<file path="config.mk">
export PLATFORM = sky130hd
export DESIGN_NAME = vehicle_message_char_parser
export DESIGN_NICKNAME = d
export VERILOG_FILES = /design/src/vmcp_pkg.sv /design/src/vmcp_store.sv /design/src/vmcp_ctrl.sv /design/src/vehicle_message_char_parser.sv
export VERILOG_INCLUDE_DIRS = /design/src /design/src/src
export SDC_FILE = /design/constraint.sdc
export NUM_CORES = 1
export LEC_CHECK = 0
export BUFFER_PORTS_ARGS = -buffer_cell sky130_fd_sc_hd__buf_2
export CORE_AREA = 2 2 153 267
export DETAILED_ROUTE_END_ITERATION = 10
export DIE_AREA = 0 0 155 269
export PLACE_DENSITY = 0.86
export REMOVE_ABC_BUFFERS = 1
export SYNTH_ARGS = -nofsm -noshare
export SYNTH_HDL_FRONTEND = slang
export SYNTH_SLANG_ARGS = --single-unit
</file>
<file path="constraint.sdc">
create_clock -name i_clk -period 25.1 [get_ports i_clk]
set_input_delay 3.765 -clock i_clk [delete_from_list [all_inputs] [get_ports i_clk]]
set_output_delay 3.765 -clock i_clk [all_outputs]
set_load 0.01 [all_outputs]
</file>
<file path="src/vehicle_message_char_parser_assert.svh">
// Assertion macros shared by the vehicle message parser modules.
`ifndef VEHICLE_MESSAGE_CHAR_PARSER_ASSERT_SVH
`define VEHICLE_MESSAGE_CHAR_PARSER_ASSERT_SVH

// Check that cons holds in the same cycle as ante.
`define VMCP_ASSERT_SAME(lbl, clk, rst_n, ante, cons, msg) \
    lbl: assert property (@(posedge clk) disable iff (!(rst_n)) (ante) |-> (cons)) \
        else $error(msg);

// Check that cons holds in the cycle after ante.
`define VMCP_ASSERT_NEXT(lbl, clk, rst_n, ante, cons, msg) \
    lbl: assert property (@(posedge clk) disable iff (!(rst_n)) (ante) |=> (cons)) \
        else $error(msg);

`endif

</file>
<file path="src/vmcp_pkg.sv">
// Shared constants, types and functions of the vehicle message parser.
package vmcp_pkg;

    localparam int VALUE_BITS_DEF = 32;
    localparam int OUT_W          = 32;
    localparam int STATUS_W       = 3;
    localparam int KIND_W         = 3;
    localparam int SLOT_W         = 3;
    localparam int NUM_SLOTS      = 7;

    // Store slot order
    localparam logic [SLOT_W-1:0] SLOT_NUMBER = 3'd0;
    localparam logic [SLOT_W-1:0] SLOT_SPEED  = 3'd1;
    localparam logic [SLOT_W-1:0] SLOT_ANGLE  = 3'd2;
    localparam logic [SLOT_W-1:0] SLOT_BEAR   = 3'd3;
    localparam logic [SLOT_W-1:0] SLOT_EAST   = 3'd4;
    localparam logic [SLOT_W-1:0] SLOT_NORTH  = 3'd5;
    localparam logic [SLOT_W-1:0] SLOT_PROB   = 3'd6;

    // Status codes
    localparam logic [STATUS_W-1:0] STAT_OK        = 3'd0;
    localparam logic [STATUS_W-1:0] STAT_SUCCESS   = 3'd1;
    localparam logic [STATUS_W-1:0] STAT_BAD_TYPE  = 3'd2;
    localparam logic [STATUS_W-1:0] STAT_INVAL     = 3'd3;
    localparam logic [STATUS_W-1:0] STAT_BAD_BRACE = 3'd4;
    localparam logic [STATUS_W-1:0] STAT_BAD_ATTR  = 3'd5;
    localparam logic [STATUS_W-1:0] STAT_BAD_NUM   = 3'd6;

    // Message kinds
    localparam logic [KIND_W-1:0] KIND_NONE    = 3'd0;
    localparam logic [KIND_W-1:0] KIND_DRIVE   = 3'd1;
    localparam logic [KIND_W-1:0] KIND_SENSOR  = 3'd2;
    localparam logic [KIND_W-1:0] KIND_GOAL    = 3'd3;
    localparam logic [KIND_W-1:0] KIND_SEGMENT = 3'd4;

    // Characters
    localparam logic [7:0] CH_NUL    = 8'h00;
    localparam logic [7:0] CH_TAB    = 8'h09;
    localparam logic [7:0] CH_LF     = 8'h0A;
    localparam logic [7:0] CH_CR     = 8'h0D;
    localparam logic [7:0] CH_SPACE  = 8'h20;
    localparam logic [7:0] CH_COMMA  = 8'h2C;
    localparam logic [7:0] CH_MINUS  = 8'h2D;
    localparam logic [7:0] CH_0      = 8'h30;
    localparam logic [7:0] CH_9      = 8'h39;
    localparam logic [7:0] CH_UP_D   = 8'h44;
    localparam logic [7:0] CH_UP_G   = 8'h47;
    localparam logic [7:0] CH_UP_S   = 8'h53;
    localparam logic [7:0] CH_UP_X   = 8'h58;
    localparam logic [7:0] CH_LO_A   = 8'h61;
    localparam logic [7:0] CH_LO_B   = 8'h62;
    localparam logic [7:0] CH_LO_N   = 8'h6E;
    localparam logic [7:0] CH_LO_P   = 8'h70;
    localparam logic [7:0] CH_LO_R   = 8'h72;
    localparam logic [7:0] CH_LO_S   = 8'h73;
    localparam logic [7:0] CH_LBRACE = 8'h7B;
    localparam logic [7:0] CH_RBRACE = 8'h7D;

    // Field store update for one character
    typedef struct packed {
        logic                 clear_all;
        logic [NUM_SLOTS-1:0] zero_mask;
        logic                 digit_en;
        logic [SLOT_W-1:0]    digit_slot;
        logic [3:0]           digit_val;
        logic                 neg;
    } t_store_cmd;

    // Slots that a kind must carry for a successful message
    function automatic logic [NUM_SLOTS-1:0] required_mask(input logic [KIND_W-1:0] kind);
        logic [NUM_SLOTS-1:0] m;
        case (kind)
            KIND_DRIVE:   m = 7'h06;
            KIND_SENSOR:  m = 7'h3E;
            KIND_GOAL:    m = 7'h39;
            KIND_SEGMENT: m = 7'h3B;
            default:      m = 7'h00;
        endcase
        return m;
    endfunction

endpackage

</file>
<file path="src/vmcp_store.sv">
// Field store of the current record with decimal digit accumulation.
module vmcp_store #(
    parameter int VALUE_BITS = vmcp_pkg::VALUE_BITS_DEF
) (
    input  logic                                               i_clk,
    input  logic                                               i_rst_n,
    input  logic                                               i_en,
    input  vmcp_pkg::t_store_cmd                               i_cmd,
    output logic [vmcp_pkg::NUM_SLOTS-1:0]                     o_present,
    output logic [vmcp_pkg::NUM_SLOTS-1:0][VALUE_BITS-1:0]     o_field_next
);
    import vmcp_pkg::*;

    localparam int SUM_W = VALUE_BITS + 4;
    localparam logic [VALUE_BITS-1:0] ABSENT = {1'b1, {(VALUE_BITS-1){1'b0}}};
    localparam logic [VALUE_BITS-1:0] MAXV   = {1'b0, {(VALUE_BITS-1){1'b1}}};

    logic [NUM_SLOTS-1:0][VALUE_BITS-1:0] r_field;
    logic [NUM_SLOTS-1:0][VALUE_BITS-1:0] n_field;
    logic [VALUE_BITS-1:0]                w_cur;
    logic [VALUE_BITS-1:0]                w_mag;
    logic [SUM_W-1:0]                     w_ext;
    logic [SUM_W-1:0]                     w_prod;
    logic [VALUE_BITS-1:0]                w_sat;
    logic [VALUE_BITS-1:0]                w_digit_res;

    // Select the slot that takes the digit
    always_comb begin
        w_cur = '0;
        for (int i = 0; i < NUM_SLOTS; i++) begin
            if (i_cmd.digit_slot == SLOT_W'(i)) begin
                w_cur = r_field[i];
            end
        end
    end

    // Shift in one decimal digit, saturate at the largest magnitude
    always_comb begin
        if (w_cur[VALUE_BITS-1]) begin
            w_mag = (w_cur == ABSENT) ? MAXV : (~w_cur + 1'b1);
        end else begin
            w_mag = w_cur;
        end
        w_ext       = {4'b0000, w_mag};
        w_prod      = (w_ext << 3) + (w_ext << 1) + {{(SUM_W-4){1'b0}}, i_cmd.digit_val};
        w_sat       = (w_prod > {4'b0000, MAXV}) ? MAXV : w_prod[VALUE_BITS-1:0];
        w_digit_res = i_cmd.neg ? (~w_sat + 1'b1) : w_sat;
    end

    // Next record and presence flags
    always_comb begin
        for (int i = 0; i < NUM_SLOTS; i++) begin
            if (i_cmd.clear_all) begin
                n_field[i] = ABSENT;
            end else if (i_cmd.zero_mask[i]) begin
                n_field[i] = '0;
            end else if (i_cmd.digit_en && (i_cmd.digit_slot == SLOT_W'(i))) begin
                n_field[i] = w_digit_res;
            end else begin
                n_field[i] = r_field[i];
            end
            o_present[i] = (r_field[i] != ABSENT);
        end
    end

    assign o_field_next = n_field;

    // Hold the record between characters
    always_ff @(posedge i_clk) begin
        if (!i_rst_n) begin
            for (int i = 0; i < NUM_SLOTS; i++) begin
                r_field[i] <= ABSENT;
            end
        end else if (i_en) begin
            r_field <= n_field;
        end
    end

endmodule

</file>
<file path="src/vmcp_ctrl.sv">
// Parse state machine: decodes each character into a status and a store update.
`include "vehicle_message_char_parser_assert.svh"

module vmcp_ctrl (
    input  logic                              i_clk,
    input  logic                              i_rst_n,
    input  logic                              i_en,
    input  logic [7:0]                        i_char,
    input  logic [vmcp_pkg::NUM_SLOTS-1:0]    i_present,
    output logic [vmcp_pkg::STATUS_W-1:0]     o_status,
    output logic [vmcp_pkg::KIND_W-1:0]       o_kind_next,
    output vmcp_pkg::t_store_cmd              o_cmd
);
    import vmcp_pkg::*;

    localparam int STATE_W = 5;
    localparam logic [STATE_W-1:0] ST_KIND        = 5'd0;
    localparam logic [STATE_W-1:0] ST_BRACE       = 5'd1;
    localparam logic [STATE_W-1:0] ST_ATTR        = 5'd2;
    localparam logic [STATE_W-1:0] ST_VAL_FIRST   = 5'd3;
    localparam logic [STATE_W-1:0] ST_NORTH_START = 5'd13;
    localparam logic [STATE_W-1:0] ST_VAL_LAST    = 5'd16;

    logic [STATE_W-1:0] r_state;
    logic [STATE_W-1:0] n_state;
    logic [KIND_W-1:0]  r_kind;
    logic [KIND_W-1:0]  n_kind;
    logic               r_neg;
    logic               n_neg;
    logic [STATUS_W-1:0] w_status;
    t_store_cmd         w_cmd;
    logic               w_ignore;
    logic               w_is_digit;
    logic               w_attr_ok;
    logic [SLOT_W-1:0]  w_attr_slot;
    logic [STATE_W-1:0] w_rel;
    logic [SLOT_W-1:0]  w_slot;
    logic               w_start;
    logic               w_record_ok;

    assign w_ignore   = (i_char == CH_SPACE) || (i_char == CH_TAB) ||
                        (i_char == CH_NUL) || (i_char == CH_CR);
    assign w_is_digit = (i_char >= CH_0) && (i_char <= CH_9);
    assign w_rel      = r_state - ST_VAL_FIRST;
    assign w_slot     = w_rel[SLOT_W:1];
    assign w_start    = ~w_rel[0];
    assign w_record_ok = (r_kind != KIND_NONE) && (r_kind <= KIND_SEGMENT) &&
                         ((required_mask(r_kind) & ~i_present) == '0);

    // Decode the attribute letter into a store slot
    always_comb begin
        w_attr_ok   = 1'b1;
        w_attr_slot = SLOT_NUMBER;
        case (i_char)
            CH_LO_N: w_attr_slot = SLOT_NUMBER;
            CH_LO_S: w_attr_slot = SLOT_SPEED;
            CH_LO_A: w_attr_slot = SLOT_ANGLE;
            CH_LO_B: w_attr_slot = SLOT_BEAR;
            CH_LO_R: w_attr_slot = SLOT_PROB;
            CH_LO_P: w_attr_slot = SLOT_EAST;
            default: w_attr_ok   = 1'b0;
        endcase
    end

    // Work out the next state, status and store update
    always_comb begin
        n_state  = r_state;
        n_kind   = r_kind;
        n_neg    = r_neg;
        w_status = STAT_OK;
        w_cmd    = '0;
        w_cmd.digit_slot = w_slot;
        w_cmd.digit_val  = i_char[3:0];
        w_cmd.neg        = r_neg;
        if (!w_ignore) begin
            case (r_state)
                ST_KIND: begin
                    w_cmd.clear_all = 1'b1;
                    n_state = ST_BRACE;
                    case (i_char)
                        CH_UP_D: n_kind = KIND_DRIVE;
                        CH_UP_S: n_kind = KIND_SENSOR;
                        CH_UP_G: n_kind = KIND_GOAL;
                        CH_UP_X: n_kind = KIND_SEGMENT;
                        default: begin
                            n_kind   = KIND_NONE;
                            n_state  = ST_KIND;
                            w_status = STAT_BAD_TYPE;
                        end
                    endcase
                end
                ST_BRACE: begin
                    if (i_char == CH_LF) begin
                        n_state  = ST_KIND;
                        w_status = w_record_ok ? STAT_SUCCESS : STAT_INVAL;
                    end else if (i_char == CH_LBRACE) begin
                        n_state = ST_ATTR;
                    end else begin
                        w_status = STAT_BAD_BRACE;
                    end
                end
                ST_ATTR: begin
                    if (w_attr_ok) begin
                        w_cmd.zero_mask[w_attr_slot] = 1'b1;
                        if (w_attr_slot == SLOT_EAST) begin
                            w_cmd.zero_mask[SLOT_NORTH] = 1'b1;
                        end
                        n_neg   = 1'b0;
                        n_state = ST_VAL_FIRST + {1'b0, w_attr_slot, 1'b0};
                    end else begin
                        w_status = STAT_BAD_ATTR;
                    end
                end
                default: begin
                    if ((r_state >= ST_VAL_FIRST) && (r_state <= ST_VAL_LAST)) begin
                        if (w_start && (i_char == CH_MINUS)) begin
                            n_neg   = 1'b1;
                            n_state = r_state + 1'b1;
                        end else begin
                            // A value start falls through to the digit state
                            if (w_start) begin
                                n_state = r_state + 1'b1;
                            end
                            if (w_is_digit) begin
                                w_cmd.digit_en = 1'b1;
                            end else if ((w_slot == SLOT_EAST) && (i_char == CH_COMMA)) begin
                                w_cmd.zero_mask[SLOT_NORTH] = 1'b1;
                                n_neg   = 1'b0;
                                n_state = ST_NORTH_START;
                            end else if ((w_slot != SLOT_EAST) && (i_char == CH_RBRACE)) begin
                                n_state = ST_BRACE;
                            end else begin
                                w_status = STAT_BAD_NUM;
                            end
                        end
                    end
                end
            endcase
        end
    end

    assign o_status    = w_status;
    assign o_kind_next = n_kind;
    assign o_cmd       = w_cmd;

    // Advance the parse state on each transfer
    always_ff @(posedge i_clk) begin
        if (!i_rst_n) begin
            r_state <= ST_KIND;
            r_kind  <= KIND_NONE;
            r_neg   <= 1'b0;
        end else if (i_en) begin
            r_state <= n_state;
            r_kind  <= n_kind;
            r_neg   <= n_neg;
        end
    end

    `VMCP_ASSERT_SAME(a_state_range, i_clk, i_rst_n, 1'b1, r_state <= ST_VAL_LAST, "vmcp: parse state out of range")
    `VMCP_ASSERT_NEXT(a_success_restarts, i_clk, i_rst_n, i_en && (w_status == STAT_SUCCESS), (r_state == ST_KIND) && (r_kind != KIND_NONE), "vmcp: success did not return to kind state")
    `VMCP_ASSERT_NEXT(a_error_holds_state, i_clk, i_rst_n, i_en && ((w_status == STAT_BAD_BRACE) || (w_status == STAT_BAD_ATTR)), (r_state == $past(r_state)) && (r_kind == $past(r_kind)), "vmcp: brace or attribute error changed state")

endmodule

</file>
<file path="src/vehicle_message_char_parser.sv">
// Top level of the vehicle message character parser: input stage, parser, result register.
//
//   channel | valid      | stall       | payload
//   --------+------------+-------------+-------------------------------------------------
//   input   | i_in_valid | o_in_stall  | i_char_in
//   output  | o_out_valid| i_out_stall | o_status, o_msg_kind, seven record fields
//
// One character per cycle while the output is not stalled; a character taken into the
// input register moves on into the result register once that register is free, and its
// result is offered from there.
// The rate is set by the parse state update, which is a single registered step.
// Synchronous active-low reset returns the parser to waiting for a kind letter with
// an empty record.
// With the output stalled, one more character is held in the input register.
`include "vehicle_message_char_parser_assert.svh"

module vehicle_message_char_parser #(
    parameter int VALUE_BITS = vmcp_pkg::VALUE_BITS_DEF
) (
    input  logic                                 i_clk,
    input  logic                                 i_rst_n,
    input  logic                                 i_in_valid,
    output logic                                 o_in_stall,
    input  logic [7:0]                           i_char_in,
    output logic                                 o_out_valid,
    input  logic                                 i_out_stall,
    output logic [vmcp_pkg::STATUS_W-1:0]        o_status,
    output logic [vmcp_pkg::KIND_W-1:0]          o_msg_kind,
    output logic signed [vmcp_pkg::OUT_W-1:0]    o_seq_number,
    output logic signed [vmcp_pkg::OUT_W-1:0]    o_speed_cm_per_s,
    output logic signed [vmcp_pkg::OUT_W-1:0]    o_steer_angle,
    output logic signed [vmcp_pkg::OUT_W-1:0]    o_heading,
    output logic signed [vmcp_pkg::OUT_W-1:0]    o_pos_east,
    output logic signed [vmcp_pkg::OUT_W-1:0]    o_pos_north,
    output logic signed [vmcp_pkg::OUT_W-1:0]    o_likelihood
);
    import vmcp_pkg::*;

    logic                                  r_in_valid;
    logic [7:0]                            r_in_char;
    logic                                  r_out_valid;
    logic [STATUS_W-1:0]                   r_status;
    logic [KIND_W-1:0]                     r_kind;
    logic [NUM_SLOTS-1:0][OUT_W-1:0]       r_field;
    logic                                  w_adv;
    logic                                  w_in_take;
    logic [STATUS_W-1:0]                   w_status;
    logic [KIND_W-1:0]                     w_kind_next;
    t_store_cmd                            w_cmd;
    logic [NUM_SLOTS-1:0]                  w_present;
    logic [NUM_SLOTS-1:0][VALUE_BITS-1:0]  w_field_next;
    logic [NUM_SLOTS-1:0][OUT_W-1:0]       w_field_out;

    // Move the held character into the result register when it is free
    assign w_adv      = r_in_valid && (!r_out_valid || !i_out_stall);
    assign o_in_stall = r_in_valid && !w_adv;
    assign w_in_take  = i_in_valid && !o_in_stall;

    vmcp_ctrl u_ctrl (
        .i_clk       (i_clk),
        .i_rst_n     (i_rst_n),
        .i_en        (w_adv),
        .i_char      (r_in_char),
        .i_present   (w_present),
        .o_status    (w_status),
        .o_kind_next (w_kind_next),
        .o_cmd       (w_cmd)
    );

    vmcp_store #(
        .VALUE_BITS (VALUE_BITS)
    ) u_store (
        .i_clk        (i_clk),
        .i_rst_n      (i_rst_n),
        .i_en         (w_adv),
        .i_cmd        (w_cmd),
        .o_present    (w_present),
        .o_field_next (w_field_next)
    );

    // Fit stored values to the 32-bit result fields
    for (genvar g = 0; g < NUM_SLOTS; g++) begin : g_fit
        if (VALUE_BITS >= OUT_W) begin : g_trunc
            assign w_field_out[g] = w_field_next[g][OUT_W-1:0];
        end else begin : g_sext
            assign w_field_out[g] = {{(OUT_W-VALUE_BITS){w_field_next[g][VALUE_BITS-1]}},
                                     w_field_next[g]};
        end
    end

    // Input and output valid control
    always_ff @(posedge i_clk) begin
        if (!i_rst_n) begin
            r_in_valid  <= 1'b0;
            r_out_valid <= 1'b0;
        end else begin
            if (w_in_take) begin
                r_in_valid <= 1'b1;
            end else if (w_adv) begin
                r_in_valid <= 1'b0;
            end
            if (w_adv) begin
                r_out_valid <= 1'b1;
            end else if (!i_out_stall) begin
                r_out_valid <= 1'b0;
            end
        end
    end

    // Capture character and result payloads
    always_ff @(posedge i_clk) begin
        if (w_in_take) begin
            r_in_char <= i_char_in;
        end
        if (w_adv) begin
            r_status <= w_status;
            r_kind   <= w_kind_next;
            r_field  <= w_field_out;
        end
    end

    assign o_out_valid      = r_out_valid;
    assign o_status         = r_status;
    assign o_msg_kind       = r_kind;
    assign o_seq_number     = r_field[SLOT_NUMBER];
    assign o_speed_cm_per_s = r_field[SLOT_SPEED];
    assign o_steer_angle    = r_field[SLOT_ANGLE];
    assign o_heading        = r_field[SLOT_BEAR];
    assign o_pos_east       = r_field[SLOT_EAST];
    assign o_pos_north      = r_field[SLOT_NORTH];
    assign o_likelihood     = r_field[SLOT_PROB];

    `VMCP_ASSERT_SAME(a_stall_needs_pending, i_clk, i_rst_n, o_in_stall, r_in_valid && r_out_valid && i_out_stall, "vmcp: input stalled without a held character")
    `VMCP_ASSERT_NEXT(a_adv_fills_output, i_clk, i_rst_n, w_adv, o_out_valid, "vmcp: parsed character produced no result")
    `VMCP_ASSERT_NEXT(a_held_char_kept, i_clk, i_rst_n, r_in_valid && !w_adv, r_in_valid && $stable(r_in_char), "vmcp: held character lost while output stalled")

endmodule
</file>
==> reports/qor.log <==
INFO  finish         n_fill_cell=2908
INFO  critical_path  register_to_register_path_depth=32
INFO  floorplanning  number_of_standard_cell_rows_in_the_floorplan=97
INFO  synthesis      netlist.area_leader.share=28.1%
INFO  placed_design  place_hpwl=69.4mm
INFO  detailed_routing wirelength=97.7mm
INFO  detailed_routing initialDrtViolationCount=3440
INFO  timing         final.setup.tns=0ns
INFO  critical_path  critical_path_start_end_classification=flip-flop to flip-flop
INFO  synthesis      synth_cells=2741
INFO  clocking       cts_num_sinks=473
INFO  global_route   grt_max_degree=94
INFO  timing         layout_worst_path_cycle_share=50.0%
INFO  placed_design  port_buffers=243
INFO  clocking       cts_buffers=42
INFO  global_route   initial_antenna_violation_count=2
INFO  finish         syn_to_final_growth=10.3%
INFO  finish         footprint_of_the_multi_input_gates=12500µm²
INFO  critical_path  cp_data_required_time=25.37ns
INFO  detailed_routing ant_nets=0
INFO  critical_path  r2r_endpoint=o_pos_north[20]$_DFFE_PP_
INFO  worst_hold_path holdCritPathClass=flip-flop to flip-flop
INFO  detailed_routing route.vias.total=24100
INFO  clocking       number_of_instances_resized_during_post_cts_repair=0
INFO  critical_path  setup.worst_path.start=u_ctrl.r_state[0]$_SDFFE_PN0P_
INFO  global_route   globalRoute.totalOverflow=0
INFO  synthesis      synthTopCellsByArea=sky130_fd_sc_hd__edfxtp_1, sky130_fd_sc_hd__dfxtp_1, sky130_fd_sc_hd__nand2_1
INFO  critical_path  critPathMostFrequentCell=sky130_fd_sc_hd__buf_4
INFO  synthesis      post_synth_instance_area=25400µm²
INFO  synthesis      ys_seq_area_share=46.6%
INFO  clocking       clock_latency=0.59ns
INFO  critical_path  worst_ep_arrival_time=12.82ns
INFO  critical_path  timing.critical_path.from_type=flip-flop
INFO  finish         final_util=70.7%
INFO  timing         timing.fmax=79.7MHz
INFO  timing         slew_headroom=12.9%
INFO  floorplanning  die_area=41700µm²
INFO  timing         hold_violations=0
INFO  detailed_routing drt-pass1-iter-count=9
INFO  global_route   groute.usage.overall=45.8%
INFO  critical_path  timing.reg2reg.setup_slack=12.55ns
INFO  clocking       clkSlewWorstSetupHoldPaths=0.07ns
INFO  critical_path  critical_path.max_stage_delay=0.84ns
INFO  timing         setup_skew_after_layout=0.0277ns
INFO  floorplanning  core-area=39700µm²
INFO  floorplanning  initial_core_util=64.1%
INFO  synthesis      synth-edff-count=238
INFO  synthesis      yosys.cell_types.count=109
INFO  synthesis      yosysWarnings=0
INFO  clocking       post_cts.repair.setup_buffers=0
INFO  timing         post-route-worst-setup-slack=12.55ns
INFO  synthesis      synthesized_area_per_cell=9.28µm²
INFO  clocking       clock_tree.htree_level_count=2
INFO  synthesis      synth-seq-cells=473
INFO  clocking       cts_tree=done
INFO  clocking       postCtsHoldBufs=0
INFO  detailed_routing drc_errors=0
INFO  finish         area.sequential=11900µm²
INFO  clocking       clockBufferDepth=3
INFO  job            max_cap_viol_count=0
INFO  timing         rsz_0062_raised_after_global_routing=false
INFO  floorplanning  die_width=155µm
INFO  critical_path  crit-reg2reg-launch=u_ctrl.r_state[0]$_SDFFE_PN0P_
INFO  timing         finalSetupViolCount=0
INFO  critical_path  worst-path-max-fanout=62
INFO  critical_path  worst_setup_path_endpoint=o_pos_north[20]$_DFFE_PP_
INFO  finish         post_route_cells_drive_above_1_share=16.6%
INFO  detailed_routing drt-wirelength-per-cell=28.9µm
INFO  synthesis      synthFlopType=sky130_fd_sc_hd__edfxtp_1
INFO  status         status=completed
INFO  critical_path  crit_slowest_cell=sky130_fd_sc_hd__a21oi_1
INFO  timing         min_period=12.55ns
INFO  global_route   first_global_vias=23200
INFO  clocking       cts_root_buffer=sky130_fd_sc_hd__clkbuf_16
INFO  synthesis      most_numerous_cell_in_the_yosys_netlist=sky130_fd_sc_hd__nand2_1
INFO  synthesis      synth.cells.most_frequent=sky130_fd_sc_hd__nand2_1, sky130_fd_sc_hd__nor2_1, sky130_fd_sc_hd__edfxtp_1, sky130_fd_sc_hd__dfxtp_1, sky130_fd_sc_hd__o21ai_0
INFO  critical_path  end_kind=flip-flop
INFO  finish         layout.nets=2933
INFO  timing         timing_worst_slew_pin_value=1.31ns
INFO  floorplanning  chipHeight=269µm
INFO  placed_design  gp_congestion=1.02
INFO  timing         hold-worst-slack=0.473ns
INFO  synthesis      async_flop_share=0%
INFO  detailed_routing viasPerCell=7.15
INFO  floorplanning  num_io_pins=244
INFO  global_route   grt_first_pass_wirelength=143mm
INFO  timing         timing.final.max_slew_violations=0
INFO  placed_design  placement.setup.worst_slack=13.06ns
INFO  synthesis      synthDominantAreaCellType=sky130_fd_sc_hd__edfxtp_1
[logic make-up after synthesis]
| logic type | synth area share (%) |
|---|---|
| simple gates | 17.6 |
| fa+ha+maj | 3.65 |
| mux | 2.22 |
| flops | 46.6 |
| compound gates | 23.2 |
| xor+xnor | 2.26 |
| buf+inv | 4.47 |
[worst max-delay path, delay by kind of cell (launching register included)]
| family | cells | cell delay, ns |
|---|---|---|
| AOI/OAI and AO/OA | 13 | 4.66 |
| and+or+nand+nor | 9 | 2.87 |
| buffers and inverters | 7 | 2.58 |
| adders and majority gates | 3 | 1.38 |
| DFF | 1 | 0.65 |
[stage by stage]
stage | area (µm²) | instances
global placement | 26700 | 3299
finish | 28000 | 3378
floorplan | 24400 | 2517
global route | 28000 | 3377
detailed placement | 26700 | 3299
CTS | 28000 | 3377
[layer usage]
layer	GRT usage [%]	wire [µm]	part of all wire (%)	vias to the layer above
met5	0	16	0.016	-
met4	37.9	9760	10	2
met3	9.32	9740	10	539
met2	76.1	46200	47	1829
met1	50.4	32000	33	11400
li1	-	-	-	10400
[placed cells by master, fill, tap and decap left out, types with 8 or more instances in the layout]
| master | netlist | routed |
|---|---|---|
| sky130_fd_sc_hd__mux2_2 | 12 | 12 |
| sky130_fd_sc_hd__a221oi_1 | 14 | 14 |
| sky130_fd_sc_hd__and2_1 | 19 | 19 |
| sky130_fd_sc_hd__o21ai_0 | 202 | 202 |
| sky130_fd_sc_hd__nor2b_1 | 18 | 18 |
| sky130_fd_sc_hd__dfxtp_1 | 235 | 234 |
| sky130_fd_sc_hd__or3_1 | 8 | 8 |
| sky130_fd_sc_hd__mux2i_1 | 43 | 43 |
| sky130_fd_sc_hd__clkbuf_16 | 0 | 43 |
| sky130_fd_sc_hd__ha_1 | 71 | 70 |
| sky130_fd_sc_hd__and3_1 | 21 | 21 |
| sky130_fd_sc_hd__edfxtp_1 | 238 | 238 |
| sky130_fd_sc_hd__a22oi_1 | 34 | 34 |
| sky130_fd_sc_hd__a211oi_2 | 21 | 21 |
| sky130_fd_sc_hd__nand3_1 | 60 | 60 |
| sky130_fd_sc_hd__nor4_1 | 54 | 52 |
| sky130_fd_sc_hd__a31oi_1 | 15 | 15 |
| sky130_fd_sc_hd__a32oi_1 | 10 | 10 |
| sky130_fd_sc_hd__nand2b_1 | 11 | 11 |
| sky130_fd_sc_hd__buf_2 | 46 | 243 |
| sky130_fd_sc_hd__o31ai_1 | 19 | 19 |
| sky130_fd_sc_hd__nand4_1 | 22 | 22 |
| sky130_fd_sc_hd__a211oi_1 | 122 | 122 |
| sky130_fd_sc_hd__a21oi_2 | 24 | 24 |
| sky130_fd_sc_hd__buf_4 | 5 | 44 |
| sky130_fd_sc_hd__a221o_1 | 10 | 10 |
| sky130_fd_sc_hd__o2bb2ai_1 | 38 | 38 |
| sky130_fd_sc_hd__xnor2_1 | 25 | 25 |
| sky130_fd_sc_hd__inv_1 | 24 | 23 |
| sky130_fd_sc_hd__a21oi_1 | 108 | 108 |
| sky130_fd_sc_hd__xor2_1 | 37 | 37 |
| sky130_fd_sc_hd__a21o_1 | 19 | 19 |
| sky130_fd_sc_hd__o221ai_1 | 11 | 11 |
| sky130_fd_sc_hd__o22ai_1 | 47 | 47 |
| sky130_fd_sc_hd__nor2_1 | 276 | 272 |
| sky130_fd_sc_hd__o21a_1 | 8 | 8 |
| sky130_fd_sc_hd__clkbuf_1 | 150 | 17 |
| sky130_fd_sc_hd__o21ai_1 | 47 | 44 |
| sky130_fd_sc_hd__nor3_1 | 25 | 24 |
| sky130_fd_sc_hd__nand2_1 | 407 | 407 |
[state kept, by name (all words and copies together) (netlist names)]
register          cells
o_pos_east           32
r_in_char             8
r_in_valid            1
o_steer_angle        32
o_likelihood         32
u_ctrl.r_kind         3
o_msg_kind            3
o_pos_north          32
o_speed_cm_per_s     32
u_ctrl.r_neg          1
u_store.r_field     224
o_out_valid           1
u_ctrl.r_state        5
o_status              3
o_heading            32
o_seq_number         32
[layout make-up]
| cell class | count | share of cell area [%] |
|---|---|---|
| multi-input combinational | 2016 | 44.6 |
| timing repair buffer | 287 | 5.51 |
| clock inverter | 14 | 0.692 |
| sequential | 473 | 42.3 |
| clock buffer | 64 | 4.26 |
| tap | 495 | 2.21 |
| antenna | 1 | 0.00892 |
| inverter | 28 | 0.406 |
[how the worst min path moves through the flow]
stage	end	depth (start not counted)	slack (ns)	startpoint
final	u_store.r_field[206]$_SDFFE_PN0P_	2	0.47	u_store.r_field[206]$_SDFFE_PN0P_
after global routing	u_store.r_field[204]$_SDFFE_PN0P_	2	0.51	u_store.r_field[204]$_SDFFE_PN0P_
after CTS	u_store.r_field[206]$_SDFFE_PN0P_	2	0.47	u_store.r_field[206]$_SDFFE_PN0P_
after detailed placement	u_store.r_field[206]$_SDFFE_PN0P_	2	0.46	u_store.r_field[206]$_SDFFE_PN0P_
after global placement	u_store.r_field[206]$_SDFFE_PN0P_	2	0.45	u_store.r_field[206]$_SDFFE_PN0P_
after floorplan	u_store.r_field[197]$_SDFFE_PN0P_	2	0.44	u_store.r_field[197]$_SDFFE_PN0P_
Power is left out: the tool's default activity adds up to more than one toggle a clock period on the data nets, which glitch-free logic cannot reach.
